**src/cbts_pkg.sv**
```systemverilog
package cbts_pkg;

	// field widths
	localparam int CLK_W  = 30;
	localparam int CODE_W = 4;
	localparam int SP_W   = 10;
	localparam int RATE_W = 23;
	localparam int TQ_W   = 10;
	localparam int PRE_W  = 11;
	localparam int S1_W   = 8;
	localparam int S2_W   = 7;
	localparam int OPRE_W = 10;
	localparam int DIV_W  = 32;
	localparam int CFG_IDX_W = 2;
	localparam int IN_TDATA_W  = 40;
	localparam int OUT_TDATA_W = 32;

	localparam logic [CLK_W-1:0]  CLOCK_LIMIT_HZ = 30'd1000000000;
	localparam logic [CODE_W-1:0] CODE_MAX       = 4'd7;
	localparam logic [CODE_W-1:0] CODE_FAST      = 4'd5;
	localparam logic [SP_W-1:0]   SP_LOW_RESET   = 10'd800;
	localparam logic [SP_W-1:0]   SP_HIGH_RESET  = 10'd750;
	localparam logic [DIV_W-1:0]  ROUND_HALF     = 32'd500;
	localparam logic [DIV_W:0]    PERMIL         = 33'd1000;

	// divide by 1000 as multiply by ceil(2^30 / 1000) and shift; exact below 2^20
	localparam int                SPX_W          = 20;
	localparam int                PERMIL_SHIFT   = 30;
	localparam logic [20:0]       PERMIL_RECIP   = 21'd1073742;

	typedef enum logic [1:0] {
		ST_OK        = 2'd0,
		ST_BAD_CLOCK = 2'd1,
		ST_BAD_RATE  = 2'd2,
		ST_NOT_FOUND = 2'd3
	} status_t;

	typedef enum logic [CFG_IDX_W-1:0] {
		CFG_SP_LOW  = 2'd0,
		CFG_SP_HIGH = 2'd1
	} cfg_idx_t;

	// one queued job: precheck status plus search operands
	typedef struct packed {
		status_t            status;
		logic [CLK_W-1:0]   clk_hz;
		logic [RATE_W-1:0]  rate;
		logic [SP_W-1:0]    sp;
	} job_t;

	function automatic logic [RATE_W-1:0] rate_hz(input logic [2:0] code);
		logic [RATE_W-1:0] r;
		case (code)
			3'd0:    r = 23'd40000;
			3'd1:    r = 23'd125000;
			3'd2:    r = 23'd250000;
			3'd3:    r = 23'd500000;
			3'd4:    r = 23'd1000000;
			3'd5:    r = 23'd2000000;
			3'd6:    r = 23'd4000000;
			default: r = 23'd8000000;
		endcase
		return r;
	endfunction

endpackage

```
**src/can_bit_timing_search_unit.sv**
```systemverilog
// Flow: a word with a bad clock or rate code skips the search and goes from the queue to the
//   output register; a search runs one division for each quanta count, and a second pair of
//   divisions for each count that passes the prescaler and segment checks (32-step dividers),
//   over the default range of 382 counts.
// Throughput: one word per search; a two-entry queue takes new words while a search runs, until it is full.
// Reset: arst_n clears control, queue and output valid; sample points reset to 800 and 750.
module can_bit_timing_search_unit import cbts_pkg::*; #(
	parameter int MIN_QUANTA   = 4,
	parameter int MAX_QUANTA   = 385,
	parameter int MAX_PRESCALE = 512,
	parameter int MAX_SEG_ONE  = 255,
	parameter int MAX_SEG_TWO  = 127
) (
	input  logic                   clk,
	input  logic                   arst_n,
	input  logic                   cfg_we,
	input  logic [CFG_IDX_W-1:0]   cfg_index,
	input  logic [SP_W-1:0]        cfg_data,
	input  logic                   s_tvalid,
	output logic                   s_tready,
	input  logic [IN_TDATA_W-1:0]  s_tdata,  // kernel_clock_hz[29:0], rate_code[33:30]
	output logic                   m_tvalid,
	input  logic                   m_tready,
	output logic [OUT_TDATA_W-1:0] m_tdata   // status[1:0], prescaler[11:2],
	                                          // phase_seg1[19:12], phase_seg2[26:20]
);

	logic q_full, q_push, q_pop, q_valid;
	job_t push_job, pop_job;

	cbts_front u_front (
		.clk(clk), .arst_n(arst_n),
		.cfg_we(cfg_we), .cfg_index(cfg_index), .cfg_data(cfg_data),
		.in_valid(s_tvalid), .in_ready(s_tready),
		.in_clk_hz(s_tdata[CLK_W-1:0]), .in_code(s_tdata[CLK_W+CODE_W-1:CLK_W]),
		.q_full(q_full), .q_push(q_push), .q_job(push_job)
	);

	cbts_queue u_queue (
		.clk(clk), .arst_n(arst_n),
		.push(q_push), .push_job(push_job), .full(q_full),
		.pop(q_pop), .valid(q_valid), .pop_job(pop_job)
	);

	cbts_back #(
		.MIN_QUANTA(MIN_QUANTA), .MAX_QUANTA(MAX_QUANTA), .MAX_PRESCALE(MAX_PRESCALE),
		.MAX_SEG_ONE(MAX_SEG_ONE), .MAX_SEG_TWO(MAX_SEG_TWO)
	) u_back (
		.clk(clk), .arst_n(arst_n),
		.q_valid(q_valid), .q_job(pop_job), .q_pop(q_pop),
		.out_valid(m_tvalid), .out_ready(m_tready), .out_data(m_tdata)
	);

endmodule

```
**src/cbts_front.sv**
```systemverilog
module cbts_front import cbts_pkg::*; (
	input  logic                  clk,
	input  logic                  arst_n,
	input  logic                  cfg_we,
	input  logic [CFG_IDX_W-1:0]  cfg_index,
	input  logic [SP_W-1:0]       cfg_data,
	input  logic                  in_valid,
	output logic                  in_ready,
	input  logic [CLK_W-1:0]      in_clk_hz,
	input  logic [CODE_W-1:0]     in_code,
	input  logic                  q_full,
	output logic                  q_push,
	output job_t                  q_job
);

	logic [SP_W-1:0] sp_low_q;
	logic [SP_W-1:0] sp_high_q;

	// sample point registers
	always_ff @(posedge clk or negedge arst_n) begin
		if (!arst_n) begin
			sp_low_q  <= SP_LOW_RESET;
			sp_high_q <= SP_HIGH_RESET;
		end else if (cfg_we) begin
			case (cfg_idx_t'(cfg_index))
				CFG_SP_LOW:  sp_low_q  <= cfg_data;
				CFG_SP_HIGH: sp_high_q <= cfg_data;
				default: ;
			endcase
		end
	end

	assign in_ready = !q_full;
	assign q_push   = in_valid && !q_full;

	// classify the word
	always_comb begin
		q_job.clk_hz = in_clk_hz;
		q_job.rate   = rate_hz(in_code[2:0]);
		q_job.sp     = (in_code >= CODE_FAST) ? sp_high_q : sp_low_q;
		if (in_clk_hz == '0 || in_clk_hz > CLOCK_LIMIT_HZ)
			q_job.status = ST_BAD_CLOCK;
		else if (in_code > CODE_MAX)
			q_job.status = ST_BAD_RATE;
		else
			q_job.status = ST_OK;
	end

endmodule

```
**src/cbts_queue.sv**
```systemverilog
module cbts_queue import cbts_pkg::*; (
	input  logic clk,
	input  logic arst_n,
	input  logic push,
	input  job_t push_job,
	output logic full,
	input  logic pop,
	output logic valid,
	output job_t pop_job
);

	job_t       mem_q [2];
	logic       wr_q;
	logic       rd_q;
	logic [1:0] cnt_q;

	assign full    = (cnt_q == 2'd2);
	assign valid   = (cnt_q != 2'd0);
	assign pop_job = mem_q[rd_q];

	always_ff @(posedge clk) begin
		if (push)
			mem_q[wr_q] <= push_job;
	end

	// pointers and fill
	always_ff @(posedge clk or negedge arst_n) begin
		if (!arst_n) begin
			wr_q  <= 1'b0;
			rd_q  <= 1'b0;
			cnt_q <= 2'd0;
		end else begin
			if (push)
				wr_q <= !wr_q;
			if (pop)
				rd_q <= !rd_q;
			if (push && !pop)
				cnt_q <= cnt_q + 2'd1;
			else if (pop && !push)
				cnt_q <= cnt_q - 2'd1;
		end
	end

endmodule

```
**src/cbts_div.sv**
```systemverilog
module cbts_div import cbts_pkg::*; (
	input  logic             clk,
	input  logic             arst_n,
	input  logic             start,
	input  logic [DIV_W-1:0] dividend,
	input  logic [DIV_W:0]   divisor,
	output logic [DIV_W-1:0] quotient,
	output logic             done
);

	localparam int CNT_W = $clog2(DIV_W + 1);

	logic [CNT_W-1:0] cnt_q;
	logic             busy_q;
	logic             done_q;
	logic [DIV_W:0]   rem_q;
	logic [DIV_W:0]   divisor_q;
	logic [DIV_W-1:0] quo_q;
	logic [DIV_W+1:0] shifted;
	logic             ge;

	// one restoring step
	assign shifted = {rem_q, quo_q[DIV_W-1]};
	assign ge      = (shifted >= {1'b0, divisor_q});

	always_ff @(posedge clk or negedge arst_n) begin
		if (!arst_n) begin
			cnt_q     <= '0;
			busy_q    <= 1'b0;
			done_q    <= 1'b0;
			rem_q     <= '0;
			divisor_q <= '0;
			quo_q     <= '0;
		end else if (start) begin
			rem_q     <= '0;
			quo_q     <= dividend;
			divisor_q <= divisor;
			cnt_q     <= CNT_W'(DIV_W);
			busy_q    <= 1'b1;
			done_q    <= 1'b0;
		end else if (busy_q) begin
			rem_q  <= ge ? (DIV_W+1)'(shifted - {1'b0, divisor_q}) : shifted[DIV_W:0];
			quo_q  <= {quo_q[DIV_W-2:0], ge};
			cnt_q  <= cnt_q - CNT_W'(1);
			busy_q <= (cnt_q != CNT_W'(1));
			done_q <= (cnt_q == CNT_W'(1));
		end else begin
			done_q <= 1'b0;
		end
	end

	assign quotient = quo_q;
	assign done     = done_q;

endmodule

```
**src/cbts_back.sv**
```systemverilog
module cbts_back import cbts_pkg::*; #(
	parameter int MIN_QUANTA   = 4,
	parameter int MAX_QUANTA   = 385,
	parameter int MAX_PRESCALE = 512,
	parameter int MAX_SEG_ONE  = 255,
	parameter int MAX_SEG_TWO  = 127
) (
	input  logic                   clk,
	input  logic                   arst_n,
	input  logic                   q_valid,
	input  job_t                   q_job,
	output logic                   q_pop,
	output logic                   out_valid,
	input  logic                   out_ready,
	output logic [OUT_TDATA_W-1:0] out_data
);

	typedef enum logic [3:0] {
		S_IDLE, S_MUL1, S_START1, S_WAIT1, S_CHK, S_MUL2, S_WAIT2, S_CMP, S_NEXT, S_OUT
	} state_t;

	state_t            state_q;
	job_t              job_q;
	logic [TQ_W-1:0]   tq_q;
	logic              found_q;
	logic [DIV_W-1:0]  best_rate_err_q;
	logic [SP_W:0]     best_sp_err_q;
	logic [PRE_W-1:0]  best_pre_q, cand_pre_q;
	logic [S1_W-1:0]   best_s1_q, cand_s1_q;
	logic [S2_W-1:0]   best_s2_q, cand_s2_q;
	logic [DIV_W:0]    den_q;
	logic [DIV_W-1:0]  spx_q;
	logic [DIV_W-1:0]  s1q_q;
	logic [SPX_W+20:0] spx_prod;
	logic              start_q;
	logic              start_b_q;
	logic [DIV_W-1:0]  a_dividend_q, b_dividend_q;
	logic [DIV_W:0]    a_divisor_q, b_divisor_q;
	logic [DIV_W-1:0]  a_quo, b_quo;
	logic              a_done, b_done;
	logic              out_valid_q;
	logic [OUT_TDATA_W-1:0] out_data_q;

	// candidate checks on the first division
	logic [DIV_W-1:0]  s1m, s2w;
	logic              cand_ok;
	// scoring on the second pair
	logic [DIV_W-1:0]  rate_err;
	logic [SP_W:0]     sp_act, sp_err;
	logic              better;
	status_t           fin_status;

	cbts_div u_div_a (
		.clk(clk), .arst_n(arst_n), .start(start_q),
		.dividend(a_dividend_q), .divisor(a_divisor_q),
		.quotient(a_quo), .done(a_done)
	);

	cbts_div u_div_b (
		.clk(clk), .arst_n(arst_n), .start(start_b_q),
		.dividend(b_dividend_q), .divisor(b_divisor_q),
		.quotient(b_quo), .done(b_done)
	);

	// rounded segment target / 1000; sp * tq + 500 stays below 2^20
	assign spx_prod = spx_q[SPX_W-1:0] * PERMIL_RECIP;

	always_comb begin
		s1m = s1q_q - DIV_W'(1);
		s2w = DIV_W'(tq_q) - DIV_W'(1) - s1m;
		cand_ok = (a_quo != '0) && (a_quo <= DIV_W'(MAX_PRESCALE))
			&& (s1q_q != '0) && (s1m >= DIV_W'(1)) && (s1m <= DIV_W'(MAX_SEG_ONE))
			&& (s1m < DIV_W'(tq_q)) && (s2w >= DIV_W'(1))
			&& (s2w <= DIV_W'(MAX_SEG_TWO));
	end

	always_comb begin
		sp_act   = b_quo[SP_W:0];
		rate_err = (a_quo >= DIV_W'(job_q.rate)) ? a_quo - DIV_W'(job_q.rate)
			: DIV_W'(job_q.rate) - a_quo;
		sp_err   = (sp_act >= {1'b0, job_q.sp}) ? sp_act - {1'b0, job_q.sp}
			: {1'b0, job_q.sp} - sp_act;
		better   = !found_q || (rate_err < best_rate_err_q)
			|| (rate_err == best_rate_err_q && sp_err < best_sp_err_q);
	end

	always_comb begin
		if (job_q.status != ST_OK)
			fin_status = job_q.status;
		else if (found_q)
			fin_status = ST_OK;
		else
			fin_status = ST_NOT_FOUND;
	end

	assign q_pop     = (state_q == S_IDLE) && q_valid;
	assign out_valid = out_valid_q;
	assign out_data  = out_data_q;

	// search sequencer and result register
	always_ff @(posedge clk or negedge arst_n) begin
		if (!arst_n) begin
			state_q         <= S_IDLE;
			job_q           <= '0;
			tq_q            <= '0;
			found_q         <= 1'b0;
			best_rate_err_q <= '0;
			best_sp_err_q   <= '0;
			best_pre_q      <= '0;
			best_s1_q       <= '0;
			best_s2_q       <= '0;
			cand_pre_q      <= '0;
			cand_s1_q       <= '0;
			cand_s2_q       <= '0;
			den_q           <= '0;
			spx_q           <= '0;
			s1q_q           <= '0;
			start_q         <= 1'b0;
			start_b_q       <= 1'b0;
			a_dividend_q    <= '0;
			b_dividend_q    <= '0;
			a_divisor_q     <= '0;
			b_divisor_q     <= '0;
			out_valid_q     <= 1'b0;
			out_data_q      <= '0;
		end else begin
			start_q   <= 1'b0;
			start_b_q <= 1'b0;
			if (out_ready && state_q != S_OUT)
				out_valid_q <= 1'b0;
			case (state_q)
				S_IDLE: begin
					if (q_valid) begin
						job_q   <= q_job;
						tq_q    <= TQ_W'(MIN_QUANTA);
						found_q <= 1'b0;
						state_q <= (q_job.status == ST_OK) ? S_MUL1 : S_OUT;
					end
				end
				S_MUL1: begin
					den_q   <= (DIV_W+1)'(job_q.rate) * (DIV_W+1)'(tq_q);
					spx_q   <= DIV_W'(job_q.sp) * DIV_W'(tq_q) + ROUND_HALF;
					state_q <= S_START1;
				end
				S_START1: begin
					a_dividend_q <= DIV_W'(job_q.clk_hz) + den_q[DIV_W:1];
					a_divisor_q  <= den_q;
					s1q_q        <= DIV_W'(spx_prod[SPX_W+20:PERMIL_SHIFT]);
					start_q      <= 1'b1;
					state_q      <= S_WAIT1;
				end
				S_WAIT1: begin
					if (a_done)
						state_q <= S_CHK;
				end
				S_CHK: begin
					cand_pre_q <= PRE_W'(a_quo);
					cand_s1_q  <= S1_W'(s1m);
					cand_s2_q  <= S2_W'(s2w);
					state_q    <= cand_ok ? S_MUL2 : S_NEXT;
				end
				S_MUL2: begin
					a_dividend_q <= DIV_W'(job_q.clk_hz);
					a_divisor_q  <= (DIV_W+1)'(cand_pre_q) * (DIV_W+1)'(tq_q);
					b_dividend_q <= (DIV_W'(cand_s1_q) + DIV_W'(1)) * PERMIL[DIV_W-1:0];
					b_divisor_q  <= (DIV_W+1)'(tq_q);
					start_q      <= 1'b1;
					start_b_q    <= 1'b1;
					state_q      <= S_WAIT2;
				end
				S_WAIT2: begin
					if (a_done && b_done)
						state_q <= S_CMP;
				end
				S_CMP: begin
					if (a_quo != '0 && better) begin
						found_q         <= 1'b1;
						best_rate_err_q <= rate_err;
						best_sp_err_q   <= sp_err;
						best_pre_q      <= cand_pre_q;
						best_s1_q       <= cand_s1_q;
						best_s2_q       <= cand_s2_q;
					end
					state_q <= S_NEXT;
				end
				S_NEXT: begin
					if (tq_q == TQ_W'(MAX_QUANTA))
						state_q <= S_OUT;
					else begin
						tq_q    <= tq_q + TQ_W'(1);
						state_q <= S_MUL1;
					end
				end
				S_OUT: begin
					if (!out_valid_q || out_ready) begin
						out_valid_q <= 1'b1;
						if (fin_status == ST_OK)
							out_data_q <= {5'd0, best_s2_q, best_s1_q,
								best_pre_q[OPRE_W-1:0], fin_status};
						else
							out_data_q <= {30'd0, fin_status};
						state_q <= S_IDLE;
					end
				end
				default: state_q <= S_IDLE;
			endcase
		end
	end

endmodule

```
**config.mk**
```make
export PLATFORM = sky130hd
export DESIGN_NAME = can_bit_timing_search_unit
export DESIGN_NICKNAME = d
export VERILOG_FILES = /design/src/cbts_pkg.sv /design/src/can_bit_timing_search_unit.sv /design/src/cbts_front.sv /design/src/cbts_queue.sv /design/src/cbts_div.sv /design/src/cbts_back.sv
export SDC_FILE = /design/constraint.sdc
export NUM_CORES = 2
export LEC_CHECK = 0
export BUFFER_PORTS_ARGS = -buffer_cell sky130_fd_sc_hd__buf_2
export CAP_MARGIN = 10
export CELL_PAD_IN_SITES_DETAIL_PLACEMENT = 0
export CELL_PAD_IN_SITES_GLOBAL_PLACEMENT = 1
export CORE_ASPECT_RATIO = 0.8
export CORE_MARGIN = 10
export CORE_UTILIZATION = 46
export CTS_CLUSTER_SIZE = 14
export DETAILED_ROUTE_END_ITERATION = 8
export PLACE_DENSITY_LB_ADDON = 0.12
export SYNTH_ARGS = -nofsm -noshare
export SYNTH_HDL_FRONTEND = slang
export SYNTH_SLANG_ARGS = --single-unit
```
**constraint.sdc**
```tcl
create_clock -name clk -period 5.54 [get_ports clk]
set_input_delay 0.277 -clock clk [delete_from_list [all_inputs] [get_ports clk]]
set_output_delay 0.277 -clock clk [all_outputs]
set_load 0.05 [all_outputs]
```
==> impl_metrics.sql <==
INSERT INTO impl_metrics (metric_group, metric, value, unit) VALUES
('status', 'run_status', 'finished clean', ''),
('power_and_ir_drop', 'report.power.total', '45.9', 'mW'),
('sta', 'period_needed', '5.52', 'ns'),
('synthesis', 'postSynthCellCount', '5777', ''),
('worst_setup_path', 'crit_path_max_fanout', '7', ''),
('worst_setup_path', 'end_kind', 'flip-flop', ''),
('floorplan', 'core.rowCount', '114', ''),
('global_routing', 'met1_usage', '36.6', '%'),
('clock_tree', 'ctsLongestPathBuffers', '3', ''),
('synthesis', 'netlist-cell-type-count', '83', ''),
('placement', 'place_inst', '7670', ''),
('synthesis', 'post_synth_most_frequent_cells', 'sky130_fd_sc_hd__nand2_1 (706), sky130_fd_sc_hd__inv_1 (682), sky130_fd_sc_hd__ha_1 (584), sky130_fd_sc_hd__dfrtp_1 (558), sky130_fd_sc_hd__o21ai_0 (404)', ''),
('global_routing', 'antenna_found_initial', '8', ''),
('sta', 'rsz0062_at_grt', 'true', ''),
('final_layout', 'final_cells', '7920', ''),
('worst_setup_path', 'worstPathArrival', '6.07', 'ns'),
('clock_tree', 'cts-buffers-inserted', '79', ''),
('floorplan', 'floorplan.die.height', '331', 'µm'),
('synthesis', 'ys_seq_elements', '692', ''),
('drt', 'num_vias', '42600', ''),
('worst_setup_path', 'worstPathBufferInverterCount', '3', ''),
('floorplan', 'pin_count', '91', ''),
('worst_setup_path', 'crit_cells', '20', ''),
('sta', 'final_hold_viol_count', '0', ''),
('floorplan', 'die_area', '136000', 'µm²'),
('drt', 'wire_per_inst', '20.1', 'µm'),
('flow_run', 'maxCapViolations', '0', ''),
('power_and_ir_drop', 'power.clock.fraction', '12.3', '%'),
('drt', 'ant_nets', '0', ''),
('sta', 'final_critical_path_setup_slack', '0.0250', 'ns'),
('final_layout', 'layout-drive-gt1-share', '17.9', '%'),
('global_routing', 'global_route.usage.met2', '32.4', '%'),
('synthesis', 'syn_area', '55700', 'µm²'),
('clock_tree', 'clock_tree_from_tritoncts', 'yes', ''),
('synthesis', 'post-synth-top-area-cell', 'sky130_fd_sc_hd__dfrtp_1', ''),
('synthesis', 'synthFlopType', 'sky130_fd_sc_hd__dfrtp_1', ''),
('drt', 'postRouteWirelength', '159000', 'µm'),
('sta', 'fmax', '0.181', 'GHz'),
('floorplan', 'initial_core_util', '46.2', '%'),
('drt', 'drt_first_iter_violations', '3129', ''),
('final_layout', 'final_area', '66100', 'µm²'),
('worst_setup_path', 'cp_slowest_cell', 'sky130_fd_sc_hd__fa_1', ''),
('global_routing', 'global_route.usage.total', '22.9', '%'),
('synthesis', 'synth.area.mux_share', '4.77', '%'),
('global_routing', 'grt_remaining_overflow', '0', ''),
('worst_setup_path', 'worstRegToRegCells', '20', ''),
('power_and_ir_drop', 'cell_internal_pwr', '24.5', 'mW'),
('clock_tree', 'clock-root-buffer', 'sky130_fd_sc_hd__clkbuf_16', ''),
('worst_setup_path', 'startpoint_type', 'flip-flop', ''),
('worst_setup_path', 'worst-r2r-setup-slack', '0.02', 'ns'),
('sta', 'worstMarginPinSlew', '1.09', 'ns'),
('placement', 'placement.cell_area', '60800', 'µm²'),
('final_layout', 'syn2layout_area_growth', '18.7', '%'),
('floorplan', 'floorplan.core_area', '121000', 'µm²'),
('synthesis', 'synth.most_common_cell', 'sky130_fd_sc_hd__nand2_1', ''),
('worst_setup_path', 'worstReg2RegStart', 'u_back.tq_q[1]$_DFFE_PN0P_', ''),
('worst_setup_path', 'setup.worst_path.class', 'reg2reg', ''),
('power_and_ir_drop', 'seq_power_share', '19.9', '%'),
('placement', 'place.gp.congestion', '0.900', ''),
('power_and_ir_drop', 'sw_pwr', '21.5', 'mW'),
('power_and_ir_drop', 'sw_frac_of_total', '46.7', '%'),
('synthesis', 'synth_top_cell_area_share', '25.1', '%'),
('worst_setup_path', 'crit_chain', 'buf_12 > buf_4 > nand2_1 > fa_1 > inv_1 > fa_1 > fa_1 > fa_1 > fa_1 > ha_4 > and3_4 > and4_1 > a211oi_2 > nand3_2 > a311oi_4 > o21a_1 > o211ai_1 > a21oi_1 > xnor2_1 > o21ai_1', ''),
('worst_setup_path', 'startpoint', 'u_back.tq_q[1]$_DFFE_PN0P_', ''),
('synthesis', 'ys_seq_area_share', '32.2', '%'),
('sta', 'min_period_over_period', '99.5', '%'),
('sta', 'finalClockSkew', '0.0357', 'ns'),
('drt', 'drt_pre_antenna_iters', '7', ''),
('final_layout', 'final_core_util', '54.9', '%'),
('synthesis', 'synth_edf_count', '124', ''),
('floorplan', 'die_x', '409', 'µm');
-- per-layer routing --
| metal | share of wire (%) | wire [µm] | up-vias |
|---|---|---|---|
| met3 | 6.2 | 9940 | 135 |
| met2 | 41 | 65700 | 955 |
| li1 | - | - | 20400 |
| met5 | 0 | 0 | - |
| met4 | 1.3 | 2060 | 0 |
| met1 | 51 | 81600 | 21100 |
-- cell usage in the layout, fill, tap and decap left out, types with 43 or more instances in the layout --
| cell type | n |
|---|---|
| sky130_fd_sc_hd__nand2_1 | 699 |
| sky130_fd_sc_hd__inv_1 | 661 |
| sky130_fd_sc_hd__ha_1 | 529 |
| sky130_fd_sc_hd__dfrtp_1 | 519 |
| sky130_fd_sc_hd__buf_4 | 455 |
| sky130_fd_sc_hd__fa_1 | 386 |
| sky130_fd_sc_hd__o21ai_0 | 373 |
| sky130_fd_sc_hd__nor2_1 | 355 |
| sky130_fd_sc_hd__a21oi_1 | 169 |
| sky130_fd_sc_hd__mux2i_1 | 142 |
| sky130_fd_sc_hd__xnor2_1 | 129 |
| sky130_fd_sc_hd__edfxtp_1 | 124 |
| sky130_fd_sc_hd__a21o_1 | 109 |
| sky130_fd_sc_hd__mux2_2 | 108 |
| sky130_fd_sc_hd__xor2_1 | 103 |
| sky130_fd_sc_hd__clkbuf_16 | 83 |
| sky130_fd_sc_hd__buf_2 | 78 |
| sky130_fd_sc_hd__and2_1 | 64 |
| sky130_fd_sc_hd__nand3_1 | 59 |
| sky130_fd_sc_hd__a211oi_1 | 55 |
| sky130_fd_sc_hd__nand2b_1 | 49 |
| sky130_fd_sc_hd__nor3_1 | 48 |
| sky130_fd_sc_hd__nand4_1 | 46 |
| sky130_fd_sc_hd__dlygate4sd3_1 | 45 |
| sky130_fd_sc_hd__ha_4 | 43 |
-- timing repair --
item	4_1_cts	5_1_grt
buffers inserted	8	48
cloned	0	5
hold buffers	45	0
pin swaps	40	124
resized for setup	67	289
endpoints found under the hold margin	160	0
setup endpoints to repair	97	110
-- worst reg2reg max path: cells and delay by family (launching register included) --
kind / cells / cell delay (ns)
fa+ha+maj: 6 / 2.73
compound gates: 6 / 1.18
simple gates: 4 / 0.59
flops: 1 / 0.39
buf+inv: 3 / 0.32
xor+xnor: 1 / 0.15
-- power groups by stage --
stage          Combinational (mW)  Clock (mW)  Sequential [mW]
3_5_place_dp                 28.7           0             9.14
3_3_place_gp                 28.5           0             9.10
5_1_grt                      35.2        6.01             9.37
4_1_cts                      29.3        5.80             9.06
6_report                     31.1        5.67             9.16
2_1_floorplan                20.5           0             8.10
-- final cells by class --
type | count | area (µm²)
fill | 10900 | 54400
multi-input combinational | 4141 | 35600
sequential | 692 | 18000
timing repair buffer | 630 | 5080
inverter | 687 | 2590
clock buffer | 106 | 2180
tap | 1624 | 2030
clock inverter | 36 | 598
antenna | 4 | 10.0
-- how the worst min path moves through the flow --
stage	startpoint	endpoint	slack, ns	cells after the start
after floorplan	arst_n	u_back.a_dividend_q[0]$_DFFE_PN0P_	-0.02	0
after global placement	arst_n	u_back.u_div_a.rem_q[11]$_DFFE_PN0P_	0.35	1
after detailed placement	arst_n	u_back.u_div_a.rem_q[11]$_DFFE_PN0P_	0.34	1
after CTS	s_tdata[31]	u_queue.mem_q[1][20]$_DFFE_PP_	0.003	2
after global routing	s_tdata[31]	u_queue.mem_q[1][20]$_DFFE_PP_	0.03	2
final	s_tdata[31]	u_queue.mem_q[0][20]$_DFFE_PP_	0.06	2
-- cell families (layout without fill, tap and decap cells) --
family	count (synthesis)	count (layout)
flip-flops	692	692
AND/OR/NAND/NOR	1544	1544
multiplexers	252	252
XOR/XNOR	241	241
other	1	9
buffers and inverters	948	1459
adder cells (fa/ha/maj)	991	991
AO/OA/AOI/OAI	1108	1108
-- state kept, by name, indices dropped and copies added (netlist names), 32 cells and up --
signal	cells
u_back.u_div_a.quotient	32
u_back.u_div_a.rem_q	33
u_back.u_div_b.rem_q	33
u_back.best_rate_err_q	32
u_queue.mem_q	124
u_back.a_divisor_q	33
u_back.u_div_a.divisor_q	33
u_back.a_dividend_q	32
u_back.job_q	62
u_back.u_div_b.quotient	32
No activity file was read; power rests on OpenSTA's default activity.
